$ cat src/hw/rtl/imk_pkg.sv
// ----------------------------------------------------------------------------
// imk_pkg
// Shared types and constants of the iambic Morse keyer.
// ----------------------------------------------------------------------------
package imk_pkg;

  // configuration register file
  localparam int unsigned CFG_IDX_W  = 3;
  localparam int unsigned CFG_DATA_W = 12;
  localparam int unsigned DIT_W      = 12;
  localparam int unsigned WEIGHT_W   = 7;

  localparam logic [CFG_IDX_W-1:0] REG_DIT_TICKS  = 3'd0;
  localparam logic [CFG_IDX_W-1:0] REG_MODE_B     = 3'd1;
  localparam logic [CFG_IDX_W-1:0] REG_MID_GATE   = 3'd2;
  localparam logic [CFG_IDX_W-1:0] REG_DIT_MEM    = 3'd3;
  localparam logic [CFG_IDX_W-1:0] REG_DAH_MEM    = 3'd4;
  localparam logic [CFG_IDX_W-1:0] REG_CHAR_SPACE = 3'd5;
  localparam logic [CFG_IDX_W-1:0] REG_WORD_SPACE = 3'd6;
  localparam logic [CFG_IDX_W-1:0] REG_WEIGHT     = 3'd7;

  localparam logic [DIT_W-1:0]    DIT_TICKS_RST = 12'd60;
  localparam logic [WEIGHT_W-1:0] WEIGHT_RST    = 7'd50;

  // dit_ticks * weight_pct
  localparam int unsigned PROD_W = DIT_W + WEIGHT_W;
  // product / 50 is done as (product / 2) / 25 with a reciprocal multiply
  localparam int unsigned HALF_W     = PROD_W - 1;
  localparam int unsigned RECIP_SH   = 23;
  localparam int unsigned RECIP_W    = 19;
  localparam logic [RECIP_W-1:0] RECIP25 = 19'd335545;  // ceil(2^23 / 25)
  localparam int unsigned MUL_W      = HALF_W + RECIP_W;
  localparam int unsigned QUOT_W     = 14;
  // widest unsaturated time (beep of a dah)
  localparam int unsigned RAW_W      = 16;

  // keyer option flags
  typedef struct packed {
    logic mode_b;
    logic mid_gate;
    logic dit_mem;
    logic dah_mem;
    logic char_space;
    logic word_space;
  } imk_flags_t;

endpackage

$ cat src/hw/rtl/iambic_morse_keyer_top.sv
// ----------------------------------------------------------------------------
// iambic_morse_keyer_top
// Path: the tick passes three input stages, lined up with the three-stage
//   length derivation, and is then keyed into the output register.
//   Throughput: one tick per cycle unless out_ready stalls the pipeline;
//   the keyer update is combinational.
// Reset: synchronous, active low; clears registers to their reset values,
//   empties the pipeline and restarts the keyer at its first tick.
// ----------------------------------------------------------------------------
module iambic_morse_keyer_top #(
  parameter int unsigned COUNT_WIDTH = 16
) (
  input  logic                            clk,
  input  logic                            rst_n,
  input  logic                            in_valid,
  output logic                            in_ready,
  input  logic                            in_dit_paddle,
  input  logic                            in_dah_paddle,
  output logic                            out_valid,
  input  logic                            out_ready,
  output logic                            out_key_down,
  input  logic                            cfg_wr_en,
  input  logic [imk_pkg::CFG_IDX_W-1:0]   cfg_index,
  input  logic [imk_pkg::CFG_DATA_W-1:0]  cfg_wdata
);
  import imk_pkg::*;

  localparam int unsigned STAGES = 3;

  logic [DIT_W-1:0]       dit_ticks_r;
  logic [WEIGHT_W-1:0]    weight_r;
  imk_flags_t             flags_r;
  logic [STAGES-1:0]      v_r;
  logic [STAGES-1:0]      dit_r;
  logic [STAGES-1:0]      dah_r;
  logic [STAGES:0]        take;
  logic                   out_valid_r;
  logic                   key_r;
  logic                   key_nxt;
  logic                   fire;
  logic [COUNT_WIDTH-1:0] beep_dit;
  logic [COUNT_WIDTH-1:0] beep_dah;
  logic [COUNT_WIDTH-1:0] mid_dit;
  logic [COUNT_WIDTH-1:0] mid_dah;
  logic [COUNT_WIDTH-1:0] len2;
  logic [COUNT_WIDTH-1:0] len4;

  // configuration registers
  always_ff @(posedge clk) begin
    if (!rst_n) begin
      dit_ticks_r        <= DIT_TICKS_RST;
      weight_r           <= WEIGHT_RST;
      flags_r.mode_b     <= 1'b0;
      flags_r.mid_gate   <= 1'b0;
      flags_r.dit_mem    <= 1'b1;
      flags_r.dah_mem    <= 1'b1;
      flags_r.char_space <= 1'b0;
      flags_r.word_space <= 1'b0;
    end else if (cfg_wr_en) begin
      case (cfg_index)
        REG_DIT_TICKS:  dit_ticks_r        <= cfg_wdata[DIT_W-1:0];
        REG_MODE_B:     flags_r.mode_b     <= cfg_wdata[0];
        REG_MID_GATE:   flags_r.mid_gate   <= cfg_wdata[0];
        REG_DIT_MEM:    flags_r.dit_mem    <= cfg_wdata[0];
        REG_DAH_MEM:    flags_r.dah_mem    <= cfg_wdata[0];
        REG_CHAR_SPACE: flags_r.char_space <= cfg_wdata[0];
        REG_WORD_SPACE: flags_r.word_space <= cfg_wdata[0];
        REG_WEIGHT:     weight_r           <= cfg_wdata[WEIGHT_W-1:0];
        default: begin
        end
      endcase
    end
  end

  // elastic input stages: a stage takes data when empty or moving on
  always_comb begin
    take[STAGES] = !out_valid_r || out_ready;
    for (int k = STAGES - 1; k >= 0; k--) begin
      take[k] = !v_r[k] || take[k+1];
    end
  end

  assign in_ready = rst_n && take[0];
  assign fire     = v_r[STAGES-1] && take[STAGES];

  always_ff @(posedge clk) begin
    if (!rst_n) begin
      v_r <= '0;
    end else begin
      if (take[0]) begin
        v_r[0] <= in_valid;
      end
      for (int k = 1; k < STAGES; k++) begin
        if (take[k]) begin
          v_r[k] <= v_r[k-1];
        end
      end
    end
  end

  always_ff @(posedge clk) begin
    if (take[0]) begin
      dit_r[0] <= in_dit_paddle;
      dah_r[0] <= in_dah_paddle;
    end
    for (int k = 1; k < STAGES; k++) begin
      if (take[k]) begin
        dit_r[k] <= dit_r[k-1];
        dah_r[k] <= dah_r[k-1];
      end
    end
  end

  // element and gap lengths
  imk_timing #(
    .COUNT_WIDTH (COUNT_WIDTH)
  ) u_timing (
    .clk        (clk),
    .dit_ticks  (dit_ticks_r),
    .weight_pct (weight_r),
    .beep_dit   (beep_dit),
    .beep_dah   (beep_dah),
    .mid_dit    (mid_dit),
    .mid_dah    (mid_dah),
    .len2       (len2),
    .len4       (len4)
  );

  // keyer state machine
  imk_core #(
    .COUNT_WIDTH (COUNT_WIDTH)
  ) u_core (
    .clk      (clk),
    .rst_n    (rst_n),
    .fire     (fire),
    .dit      (dit_r[STAGES-1]),
    .dah      (dah_r[STAGES-1]),
    .flags    (flags_r),
    .beep_dit (beep_dit),
    .beep_dah (beep_dah),
    .mid_dit  (mid_dit),
    .mid_dah  (mid_dah),
    .len2     (len2),
    .len4     (len4),
    .key_nxt  (key_nxt)
  );

  // output register
  always_ff @(posedge clk) begin
    if (!rst_n) begin
      out_valid_r <= 1'b0;
    end else if (take[STAGES]) begin
      out_valid_r <= v_r[STAGES-1];
    end
  end

  always_ff @(posedge clk) begin
    if (fire) begin
      key_r <= key_nxt;
    end
  end

  assign out_valid    = out_valid_r;
  assign out_key_down = key_r;

endmodule

$ cat src/hw/rtl/imk_timing.sv
// ----------------------------------------------------------------------------
// imk_timing
// Derives beep, mid-element, element and gap lengths from the dit length
// and weighting, in three register stages, saturated to the counter width.
// ----------------------------------------------------------------------------
module imk_timing #(
  parameter int unsigned COUNT_WIDTH = 16
) (
  input  logic                          clk,
  input  logic [imk_pkg::DIT_W-1:0]     dit_ticks,
  input  logic [imk_pkg::WEIGHT_W-1:0]  weight_pct,
  output logic [COUNT_WIDTH-1:0]        beep_dit,
  output logic [COUNT_WIDTH-1:0]        beep_dah,
  output logic [COUNT_WIDTH-1:0]        mid_dit,
  output logic [COUNT_WIDTH-1:0]        mid_dah,
  output logic [COUNT_WIDTH-1:0]        len2,
  output logic [COUNT_WIDTH-1:0]        len4
);
  import imk_pkg::*;

  localparam logic [32:0] CMAX = (33'd1 << COUNT_WIDTH) - 33'd1;

  logic [PROD_W-1:0]      prod_r;
  logic [MUL_W-1:0]       mul;
  logic [QUOT_W-1:0]      quot_r;
  logic [RAW_W-1:0]       raw_dit;
  logic [RAW_W-1:0]       raw_dah;
  logic [RAW_W-1:0]       raw2;
  logic [RAW_W-1:0]       raw4;
  logic [COUNT_WIDTH-1:0] sat_dit;
  logic [COUNT_WIDTH-1:0] sat_dah;
  logic [COUNT_WIDTH-1:0] beep_dit_r;
  logic [COUNT_WIDTH-1:0] beep_dah_r;
  logic [COUNT_WIDTH-1:0] mid_dit_r;
  logic [COUNT_WIDTH-1:0] mid_dah_r;
  logic [COUNT_WIDTH-1:0] len2_r;
  logic [COUNT_WIDTH-1:0] len4_r;

  function automatic logic [COUNT_WIDTH-1:0] sat(input logic [RAW_W-1:0] v);
    logic [32:0] wide;
    wide = {{(33-RAW_W){1'b0}}, v};
    if (wide > CMAX) begin
      sat = CMAX[COUNT_WIDTH-1:0];
    end else begin
      sat = wide[COUNT_WIDTH-1:0];
    end
  endfunction

  // reciprocal multiply, exact for every product below 2^19
  assign mul = prod_r[PROD_W-1:1] * RECIP25;

  // unsaturated lengths
  always_comb begin
    raw_dit = {{(RAW_W-QUOT_W){1'b0}}, quot_r};
    raw_dah = raw_dit + {{(RAW_W-DIT_W-1){1'b0}}, dit_ticks, 1'b0};
    raw2    = {{(RAW_W-DIT_W-1){1'b0}}, dit_ticks, 1'b0};
    raw4    = {{(RAW_W-DIT_W-2){1'b0}}, dit_ticks, 2'b00};
    sat_dit = sat(raw_dit);
    sat_dah = sat(raw_dah);
  end

  // product, quotient, saturated lengths
  always_ff @(posedge clk) begin
    prod_r     <= dit_ticks * weight_pct;
    quot_r     <= mul[RECIP_SH +: QUOT_W];
    beep_dit_r <= sat_dit;
    beep_dah_r <= sat_dah;
    mid_dit_r  <= sat_dit >> 1;
    mid_dah_r  <= sat_dah >> 1;
    len2_r     <= sat(raw2);
    len4_r     <= sat(raw4);
  end

  assign beep_dit = beep_dit_r;
  assign beep_dah = beep_dah_r;
  assign mid_dit  = mid_dit_r;
  assign mid_dah  = mid_dah_r;
  assign len2     = len2_r;
  assign len4     = len4_r;

endmodule

$ cat src/hw/rtl/imk_core.sv
// ----------------------------------------------------------------------------
// imk_core
// Keyer state and its one-tick update: element sequencing, squeeze and
// paddle memories, mode A/B completion and automatic spacing.
// ----------------------------------------------------------------------------
module imk_core #(
  parameter int unsigned COUNT_WIDTH = 16
) (
  input  logic                    clk,
  input  logic                    rst_n,
  input  logic                    fire,
  input  logic                    dit,
  input  logic                    dah,
  input  imk_pkg::imk_flags_t     flags,
  input  logic [COUNT_WIDTH-1:0]  beep_dit,
  input  logic [COUNT_WIDTH-1:0]  beep_dah,
  input  logic [COUNT_WIDTH-1:0]  mid_dit,
  input  logic [COUNT_WIDTH-1:0]  mid_dah,
  input  logic [COUNT_WIDTH-1:0]  len2,
  input  logic [COUNT_WIDTH-1:0]  len4,
  output logic                    key_nxt
);
  import imk_pkg::*;

  typedef enum logic [1:0] {EL_NONE, EL_DIT, EL_DAH} elem_t;
  typedef enum logic [1:0] {SQ_NONE, SQ_SQUEEZED, SQ_RELEASED} squeeze_t;
  typedef enum logic [1:0] {GAP_NONE, GAP_CHAR, GAP_WORD} gap_t;
  typedef enum logic [1:0] {SCH_KEEP, SCH_CANCEL, SCH_DIT, SCH_DAH} sched_t;

  logic                   started_r;
  logic                   last_dit_r, last_dit_nxt;
  logic                   last_dah_r, last_dah_nxt;
  elem_t                  play_r, play_nxt;
  squeeze_t               sq_r, sq_nxt;
  logic                   sam_r, sam_nxt;
  logic                   ins_r, ins_nxt;
  logic [COUNT_WIDTH-1:0] mid_r, mid_nxt;
  logic [COUNT_WIDTH-1:0] beep_r, beep_nxt;
  logic [COUNT_WIDTH-1:0] elem_r, elem_nxt;
  logic [COUNT_WIDTH-1:0] gap_r, gap_nxt;
  gap_t                   kind_r, kind_nxt;
  sched_t                 sched;
  logic                   again;

  function automatic logic [COUNT_WIDTH-1:0] dec(input logic [COUNT_WIDTH-1:0] v);
    dec = (v == '0) ? '0 : v - 1'b1;
  endfunction

  // one tick of the keyer
  always_comb begin
    play_nxt     = play_r;
    sq_nxt       = sq_r;
    sam_nxt      = sam_r;
    ins_nxt      = ins_r;
    mid_nxt      = mid_r;
    beep_nxt     = beep_r;
    elem_nxt     = elem_r;
    gap_nxt      = gap_r;
    kind_nxt     = kind_r;
    last_dit_nxt = last_dit_r;
    last_dah_nxt = last_dah_r;
    sched        = SCH_KEEP;
    again        = 1'b0;

    // first tick: take paddle levels as they are
    if (!started_r) begin
      last_dit_nxt = dit;
      last_dah_nxt = dah;
      play_nxt     = EL_NONE;
      sq_nxt       = SQ_NONE;
      sam_nxt      = 1'b0;
      ins_nxt      = 1'b0;
      mid_nxt      = '0;
      beep_nxt     = '0;
      elem_nxt     = '0;
      gap_nxt      = '0;
      kind_nxt     = GAP_NONE;
    end

    // gap runs first, element timers only when no gap
    gap_nxt = dec(gap_nxt);
    if (gap_nxt == '0) begin
      if (elem_nxt == '0 && kind_nxt == GAP_CHAR && flags.word_space) begin
        gap_nxt  = len4;
        kind_nxt = GAP_WORD;
      end else begin
        kind_nxt = GAP_NONE;
        mid_nxt  = dec(mid_nxt);
        beep_nxt = dec(beep_nxt);
        elem_nxt = dec(elem_nxt);
      end
    end

    // squeeze tracking
    if (dit && dah) begin
      sq_nxt = SQ_SQUEEZED;
      if (mid_nxt == '0) begin
        sam_nxt = 1'b1;
      end
    end else if (!dit && !dah && sq_nxt == SQ_SQUEEZED) begin
      sq_nxt = SQ_RELEASED;
    end

    // element finished: alternate or stop
    if (elem_nxt == '0 && play_nxt != EL_NONE) begin
      again = (dit && dah) ||
              (ins_nxt && sq_nxt != SQ_RELEASED) ||
              (sq_nxt == SQ_RELEASED && flags.mode_b &&
               (!flags.mid_gate || sam_nxt));
      if (again) begin
        if (play_nxt == EL_DAH) begin
          play_nxt = EL_DIT;
          sched    = SCH_DIT;
        end else begin
          play_nxt = EL_DAH;
          sched    = SCH_DAH;
        end
      end else begin
        play_nxt = EL_NONE;
        if (flags.char_space && !dit && !dah) begin
          gap_nxt  = len2;
          kind_nxt = GAP_CHAR;
        end
      end
      ins_nxt = 1'b0;
      sq_nxt  = SQ_NONE;
      sam_nxt = 1'b0;
    end

    // start a new element, dah first
    if (play_nxt == EL_NONE) begin
      if (dah) begin
        play_nxt = EL_DAH;
        sched    = SCH_DAH;
      end else if (dit) begin
        play_nxt = EL_DIT;
        sched    = SCH_DIT;
      end
    end

    // paddle memories on a new press of the opposite paddle
    if (play_nxt == EL_DIT && !last_dah_nxt && dah && flags.dah_mem) begin
      ins_nxt = 1'b1;
    end
    if (play_nxt == EL_DAH && !last_dit_nxt && dit && flags.dit_mem) begin
      ins_nxt = 1'b1;
    end

    // drop a pending element during the gap when its memory is off
    if (gap_nxt != '0 && !dit && !dah &&
        ((play_nxt == EL_DIT && !flags.dit_mem) ||
         (play_nxt == EL_DAH && !flags.dah_mem))) begin
      play_nxt = EL_NONE;
      sched    = SCH_CANCEL;
    end

    // load element timers
    case (sched)
      SCH_CANCEL: begin
        beep_nxt = '0;
        mid_nxt  = '0;
        elem_nxt = '0;
      end
      SCH_DIT: begin
        beep_nxt = beep_dit;
        mid_nxt  = mid_dit;
        elem_nxt = len2;
      end
      SCH_DAH: begin
        beep_nxt = beep_dah;
        mid_nxt  = mid_dah;
        elem_nxt = len4;
      end
      default: begin
      end
    endcase

    last_dit_nxt = dit;
    last_dah_nxt = dah;
    key_nxt      = (beep_nxt != '0) && (gap_nxt == '0);
  end

  // state update on each transfer
  always_ff @(posedge clk) begin
    if (!rst_n) begin
      started_r  <= 1'b0;
      last_dit_r <= 1'b0;
      last_dah_r <= 1'b0;
      play_r     <= EL_NONE;
      sq_r       <= SQ_NONE;
      sam_r      <= 1'b0;
      ins_r      <= 1'b0;
      mid_r      <= '0;
      beep_r     <= '0;
      elem_r     <= '0;
      gap_r      <= '0;
      kind_r     <= GAP_NONE;
    end else if (fire) begin
      started_r  <= 1'b1;
      last_dit_r <= last_dit_nxt;
      last_dah_r <= last_dah_nxt;
      play_r     <= play_nxt;
      sq_r       <= sq_nxt;
      sam_r      <= sam_nxt;
      ins_r      <= ins_nxt;
      mid_r      <= mid_nxt;
      beep_r     <= beep_nxt;
      elem_r     <= elem_nxt;
      gap_r      <= gap_nxt;
      kind_r     <= kind_nxt;
    end
  end

  // a running gap always has a kind
  a_gap_kind: assert property (@(posedge clk) disable iff (!rst_n)
    gap_r != '0 |-> kind_r != GAP_NONE)
    else $error("gap count running with no gap kind");

  // mid point never past the beep
  a_mid_le_beep: assert property (@(posedge clk) disable iff (!rst_n)
    mid_r <= beep_r)
    else $error("mid count above beep count");

  // state only moves on a transfer
  a_hold: assert property (@(posedge clk) disable iff (!rst_n)
    !fire |=> $stable(beep_r) && $stable(gap_r) && $stable(play_r))
    else $error("keyer state changed without a transfer");

endmodule
$ cat config.mk
export PLATFORM = sky130hd
export DESIGN_NAME = iambic_morse_keyer_top
export DESIGN_NICKNAME = d
export VERILOG_FILES = /design/src/hw/rtl/imk_pkg.sv /design/src/hw/rtl/iambic_morse_keyer_top.sv /design/src/hw/rtl/imk_timing.sv /design/src/hw/rtl/imk_core.sv
export SDC_FILE = /design/constraint.sdc
export NUM_CORES = 1
export LEC_CHECK = 0
export ABC_CLOCK_PERIOD_IN_PS = 21600
export BUFFER_PORTS_ARGS = -buffer_cell sky130_fd_sc_hd__buf_2
export CAP_MARGIN = 5
export CORE_MARGIN = 2
export CORE_UTILIZATION = 64
export DETAILED_ROUTE_END_ITERATION = 8
export MAX_ROUTING_LAYER = met4
export PLACE_DENSITY = 0.81
export SYNTH_ARGS = -nofsm -noshare
export SYNTH_HDL_FRONTEND = slang
export SYNTH_SLANG_ARGS = --single-unit
$ cat constraint.sdc
create_clock -name clk -period 21.6 [get_ports clk]
set_clock_uncertainty 0.05 [all_clocks]
set_input_delay 4.32 -clock clk [delete_from_list [all_inputs] [get_ports clk]]
set_output_delay 4.32 -clock clk [all_outputs]
set_load 0.05 [all_outputs]
==> flow_metrics.tcl, run 1 <==
set metrics [dict create \
    outcome "complete, no violations" \
    grt_setup_unrepaired "no" \
    synthSimpleGateAreaFrac_pct 16.2 \
    synth-xor-area-share_pct 2.48 \
    crit_path_end_kind "output pin" \
    ys.flop_type "dfxtp_1" \
    io_pins 25 \
    drive_above_1_share_pct 5.64 \
    cp_slowest_stage_delay_ns 0.71 \
    cp-start-kind "primary input" \
    final_cell_mix "271 x inv_1, 235 x nand2_1, 206 x ha_1" \
    portBuffers 24 \
    nets 2368 \
    postSynthAreaPerCell_um2 8.76 \
    grt_pass1_wl_um 72200 \
    finalHoldViolCount 0 \
    cts_htree_levels 4 \
    cp_max_fo 105 \
    avgViaCountPerCell 6.21 \
    wl_per_cell_um 18.8 \
    place_congestion 0.930 \
    endpoint "in_ready" \
    finalCritPeriodShare_pct 46.1 \
    num_rows 60 \
    cp.required_ns 17.23 \
    ys_top_cells_by_area "dfxtp_1 20%, fa_1 19%, ha_1 15%, inv_1 5.8%, nand2_1 5.0%" \
    synthesis.area_mm2 0.0177 \
    fmax_ghz 0.100 \
    wl_um 43700 \
    cp.arrival_ns 5.60 \
    path_class "in -> out" \
    die-area_mm2 0.0290 \
    vias 14455 \
    route.detailed.drc 0 \
    min_period_ns 9.97 \
    synth-compound-area-share_pct 17.0 \
    clkTransAtPathRegs_ns 0.07 \
    r2r-start "u_core.started_r$_SDFFE_PN0P_" \
    placed_cells_incl_taps 2294 \
    syn_inst 2019 \
    synthMuxAreaShare_pct 1.51 \
    initial_core_util_pct 65.4 \
    cts_hold_buffers 0 \
    cp_slowest_cell "buf_4" \
    numCtsBuffers 17 \
    ys_seq_area_share_pct 21.1 \
    synth_top_area_share_pct 19.9 \
    reg2reg_slack_ns 14.41 \
    grt_util_all_layers_pct 32.3 \
    clk_latency_ns 0.45 \
    drt-initial-drc-count 1394 \
    synth-seq-cells 183 \
    post_cts_buffers 0 \
    worst-path-buf-inv 3 \
    final_common_cell "inv_1" \
    crit_family "buffers and inverters" \
    yosysTopAreaCell "dfxtp_1" \
    cpMostUsedCell "buf_2" \
    synth_fp_nets 2415 \
    post_cts_resize_count 0 \
    dp_hpwl_um 33400 \
    final_cells 2326 \
    grt_max_degree 106 \
    synth-edff-count 7 \
    synth_top_family_by_area "adder cells" \
    final_util_pct 68.4 \
    setup-tns-final_ns 0 \
    cts_tree "done" \
    crit_chain "buf_2 -> buf_4 -> and2_1 -> buf_2" \
    ys_async_sr_fraction_pct 0 \
    tightestPinTransition_ns 1.27 \
    antenna_found_initial 0 \
    crit_cells 4 \
    grt_pass1_vias 14347 \
    area_growth_pct 4.57 \
    rr_worst_depth 17 \
    dr.pass1.iters 6 \
    min_path_type "reg -> reg" \
    hold_path_depth 0 \
    coreArea_mm2 0.0270 \
    drv_cap 0 \
    die_h_um 170 \
    r2r-end "out_key_down$_DFFE_PP_" \
    synth_fa_ha_area_share_pct 33.6 \
    ys_warn_count 0 \
    synthDistinctLibCells 87 \
    diodes 0 \
    cts_buffer_depth 2 \
    fin_hold_ws_ns 0.284 \
    crit_start "rst_n" \
    grt_overflow 0 \
    slew_violations 0 \
    clockRootBuffer "clkbuf_16" \
    max_slew_margin_pct 14.5 \
    final_antenna_net_count 0 \
    fp.dieW_um 170 \
    cts.sinks 183 \
    setup_violations 0 \
]
==> state kept, by name, summed over array words and instances, names as in the netlist, 12 cells and up <==
signal,flops
dit_ticks_r,12
u_core.beep_r,16
u_core.elem_r,16
u_core.gap_r,16
u_core.mid_r,16
u_timing.beep_dit,14
u_timing.len4,12
u_timing.mid_dah,14
u_timing.prod_r,18
u_timing.quot_r,14
==> Yosys cell counts, types with 26 or more instances <==
cell type	instances
a21boi_0	43
a21oi_1	97
a22oi_1	26
and2_1	37
clkbuf_1	74
dfxtp_1	176
fa_1	168
ha_1	206
inv_1	272
nand2_1	235
nand3_1	38
nor2_1	77
nor2b_1	36
nor3_1	34
o21ai_0	79
xnor2_1	35
==> per-stage QoR <==
stage,instance area (um2),worst slack [ns]
floorplan,17700,12.02
global placement,17900,11.61
detailed placement,17900,11.61
CTS,18500,11.61
global route,18500,11.52
finish,18500,11.63
==> routing by layer <==
| metal | global-route usage, % | wire (um) | vias up |
|---|---|---|---|
| li1 | - | - | 6801 |
| met1 | 39.5 | 17600 | 6986 |
| met2 | 54.8 | 22100 | 569 |
| met3 | 4.33 | 2600 | 99 |
| met4 | 11.7 | 1390 | 0 |
| met5 | - | 0 | - |
==> cell families (layout without fill, tap and decap cells) <==
family / count (synthesis) / after routing
xor+xnor: 50 / 50
buf+inv: 369 / 335
mux: 26 / 26
simple gates: 575 / 575
fa+ha+maj: 374 / 374
flops: 183 / 183
compound gates: 442 / 442
==> final cells by class <==
cell class	count	area (um2)
multi-input combinational	1467	12500
fill	2113	8540
inverter	273	1020
tap	341	427
timing repair buffer	30	165
sequential	183	3740
clock inverter	14	159
clock buffer	18	439
==> worst min path at each step <==
stage,to,slack (ns),from
global placement,u_timing.beep_dit[0]$_DFF_P_,0.26,u_timing.quot_r[0]$_DFF_P_
detailed placement,u_timing.beep_dit[0]$_DFF_P_,0.27,u_timing.quot_r[0]$_DFF_P_
finish,u_timing.beep_dit[0]$_DFF_P_,0.28,u_timing.quot_r[0]$_DFF_P_
floorplan,u_timing.beep_dit[0]$_DFF_P_,0.26,u_timing.quot_r[0]$_DFF_P_
CTS,u_timing.beep_dit[0]$_DFF_P_,0.29,u_timing.quot_r[0]$_DFF_P_
global route,u_timing.beep_dit[0]$_DFF_P_,0.29,u_timing.quot_r[0]$_DFF_P_
Power of run 1 is left out: the tool's default activity adds up to more than one toggle a clock period on the data nets, which glitch-free logic cannot reach.
==> run 2, diff against run 1 <==
--- a/config.mk
+++ b/config.mk
@@ -5,7 +5,7 @@
 export SDC_FILE = /design/constraint.sdc
 export NUM_CORES = 1
 export LEC_CHECK = 0
-export ABC_CLOCK_PERIOD_IN_PS = 21600
+export ABC_CLOCK_PERIOD_IN_PS = 9600
 export BUFFER_PORTS_ARGS = -buffer_cell sky130_fd_sc_hd__buf_2
 export CAP_MARGIN = 5
 export CORE_MARGIN = 2
==> constraint.sdc (replaced) <==
create_clock -name clk -period 9.6 [get_ports clk]
set_clock_uncertainty 0.05 [all_clocks]
set_input_delay 1.92 -clock clk [delete_from_list [all_inputs] [get_ports clk]]
set_output_delay 1.92 -clock clk [all_outputs]
set_load 0.05 [all_outputs]
==> flow_metrics.tcl, run 2 (same netlist as run 1, synthesis figures left out) <==
set metrics [dict create \
    clk_latency_ns 0.44 \
    cp-start-kind "register" \
    place_congestion 0.960 \
    path_class "reg -> reg" \
    fillCellCount 2131 \
    cts_tree "done" \
    cp.required_ns 9.83 \
    clkTransAtPathRegs_ns 0.08 \
    grt_overflow 0 \
    drive_above_1_share_pct 5.64 \
    antenna_found_initial 0 \
    grt_pass1_vias 14092 \
    cts_hold_buffers 0 \
    fp.dieW_um 170 \
    max_slew_margin_pct 17.9 \
    numCtsBuffers 17 \
    rr_worst_depth 18 \
    min_path_type "reg -> reg" \
    largest_reg_flops 18 \
    grt_pass1_wl_um 73500 \
    initial_core_util_pct 65.4 \
    setup-tns-final_ns 0 \
    dr.pass1.iters 6 \
    finalCritPeriodShare_pct 72.0 \
    tightestPinTransition_ns 1.22 \
    route.detailed.drc 0 \
    crit_path_end_kind "register" \
    post_cts_buffers 0 \
    slew_violations 0 \
    cts.sinks 183 \
    num_rows 60 \
    cts_htree_levels 4 \
    wl_per_cell_um 19.4 \
    final_cell_mix "271 x inv_1, 235 x nand2_1, 206 x ha_1" \
    drv_cap 0 \
    grt_setup_unrepaired "no" \
    drt-initial-drc-count 1486 \
    min_period_ns 6.92 \
    cp_max_fo 44 \
    coreArea_mm2 0.0270 \
    nets 2370 \
    outcome "complete, no violations" \
    io_pins 25 \
    clockRootBuffer "clkbuf_16" \
    portBuffers 24 \
    top_register "u_timing.prod_r" \
    dp_hpwl_um 34500 \
    cp.arrival_ns 7.15 \
    final_antenna_net_count 0 \
    fmax_ghz 0.145 \
    fin_ws_ns 2.68 \
    diodes 0 \
    r2r-end "out_key_down$_DFFE_PP_" \
    post_cts_resize_count 0 \
    finalHoldViolCount 0 \
    grt_util_all_layers_pct 33.1 \
    avgViaCountPerCell 6.16 \
    area_growth_pct 4.61 \
    die_h_um 170 \
    crit_start "u_core.started_r$_SDFFE_PN0P_" \
    dp_slack_ns 2.89 \
    endpoint "out_key_down$_DFFE_PP_" \
    setup_violations 0 \
    r2r-start "u_core.started_r$_SDFFE_PN0P_" \
    grt_max_degree 106 \
    final_common_cell "inv_1" \
    reg2reg_slack_ns 2.68 \
    cts_buffer_depth 2 \
    die-area_mm2 0.0290 \
    wl_um 45200 \
    vias 14346 \
]
[run 2: final cells by class]
class                   count  area [um2]  area share [%]
clock buffers              18         429            2.32
clock inverters            14         166           0.900
inverters                 273        1020            5.54
multi-input cells        1467       12500            67.8
flip-flops and latches    183        3740            20.2
well taps                 341         427            2.31
repair buffers             32         180           0.974
[run 2: worst max-delay path, stage by stage (launching register included)]
cell,delay [ns]
dfxtp_4,0.50
nand2_1,0.20
ha_1,0.45
nor3b_1,0.39
a211oi_1,0.13
a211oi_1,0.38
and2_1,0.25
nand4_2,0.23
a21oi_2,0.37
buf_4,0.31
nor2_1,0.22
a221oi_1,0.43
nand4_1,0.28
o21ai_0,0.44
a21o_1,0.83
nor2_1,0.27
a2111oi_0,0.56
a2111oi_0,0.17
a41oi_1,0.25
[run 2: how the worst min path moves through the flow]
| stage | start | to | slack (ns) | depth (start not counted) |
|---|---|---|---|---|
| after floorplan | u_timing.quot_r[0]$_DFF_P_ | u_timing.beep_dit[0]$_DFF_P_ | 0.26 | 0 |
| after global placement | u_timing.quot_r[0]$_DFF_P_ | u_timing.beep_dit[0]$_DFF_P_ | 0.26 | 0 |
| after detailed placement | u_timing.quot_r[0]$_DFF_P_ | u_timing.beep_dit[0]$_DFF_P_ | 0.27 | 0 |
| after CTS | u_timing.quot_r[0]$_DFF_P_ | u_timing.beep_dit[0]$_DFF_P_ | 0.29 | 0 |
| after global routing | u_timing.quot_r[0]$_DFF_P_ | u_timing.beep_dit[0]$_DFF_P_ | 0.29 | 0 |
| final | u_timing.quot_r[0]$_DFF_P_ | u_timing.beep_dit[0]$_DFF_P_ | 0.29 | 0 |
[run 2: routing by layer]
| metal | up-vias | track usage (%) | wire length, um |
|---|---|---|---|
| li1 | 6793 | - | - |
| met1 | 6929 | 41.7 | 18700 |
| met2 | 537 | 55.9 | 22600 |
| met3 | 87 | 4.72 | 2800 |
| met4 | 0 | 9.59 | 1190 |
| met5 | - | - | 0 |
[run 2: metrics by stage]
step / area (um2) / utilization (%) / hold WS [ns] / cells
floorplan: 17700 / - / 0.260 / 2019
global placement: 17900 / 66.2 / 0.262 / 2296
detailed placement: 17900 / 66.2 / 0.270 / 2296
CTS: 18500 / 68.4 / 0.289 / 2328
global route: 18500 / 68.4 / 0.290 / 2328
finish: 18500 / 68.4 / 0.286 / 2328
Power of run 2 is left out for the same reason.
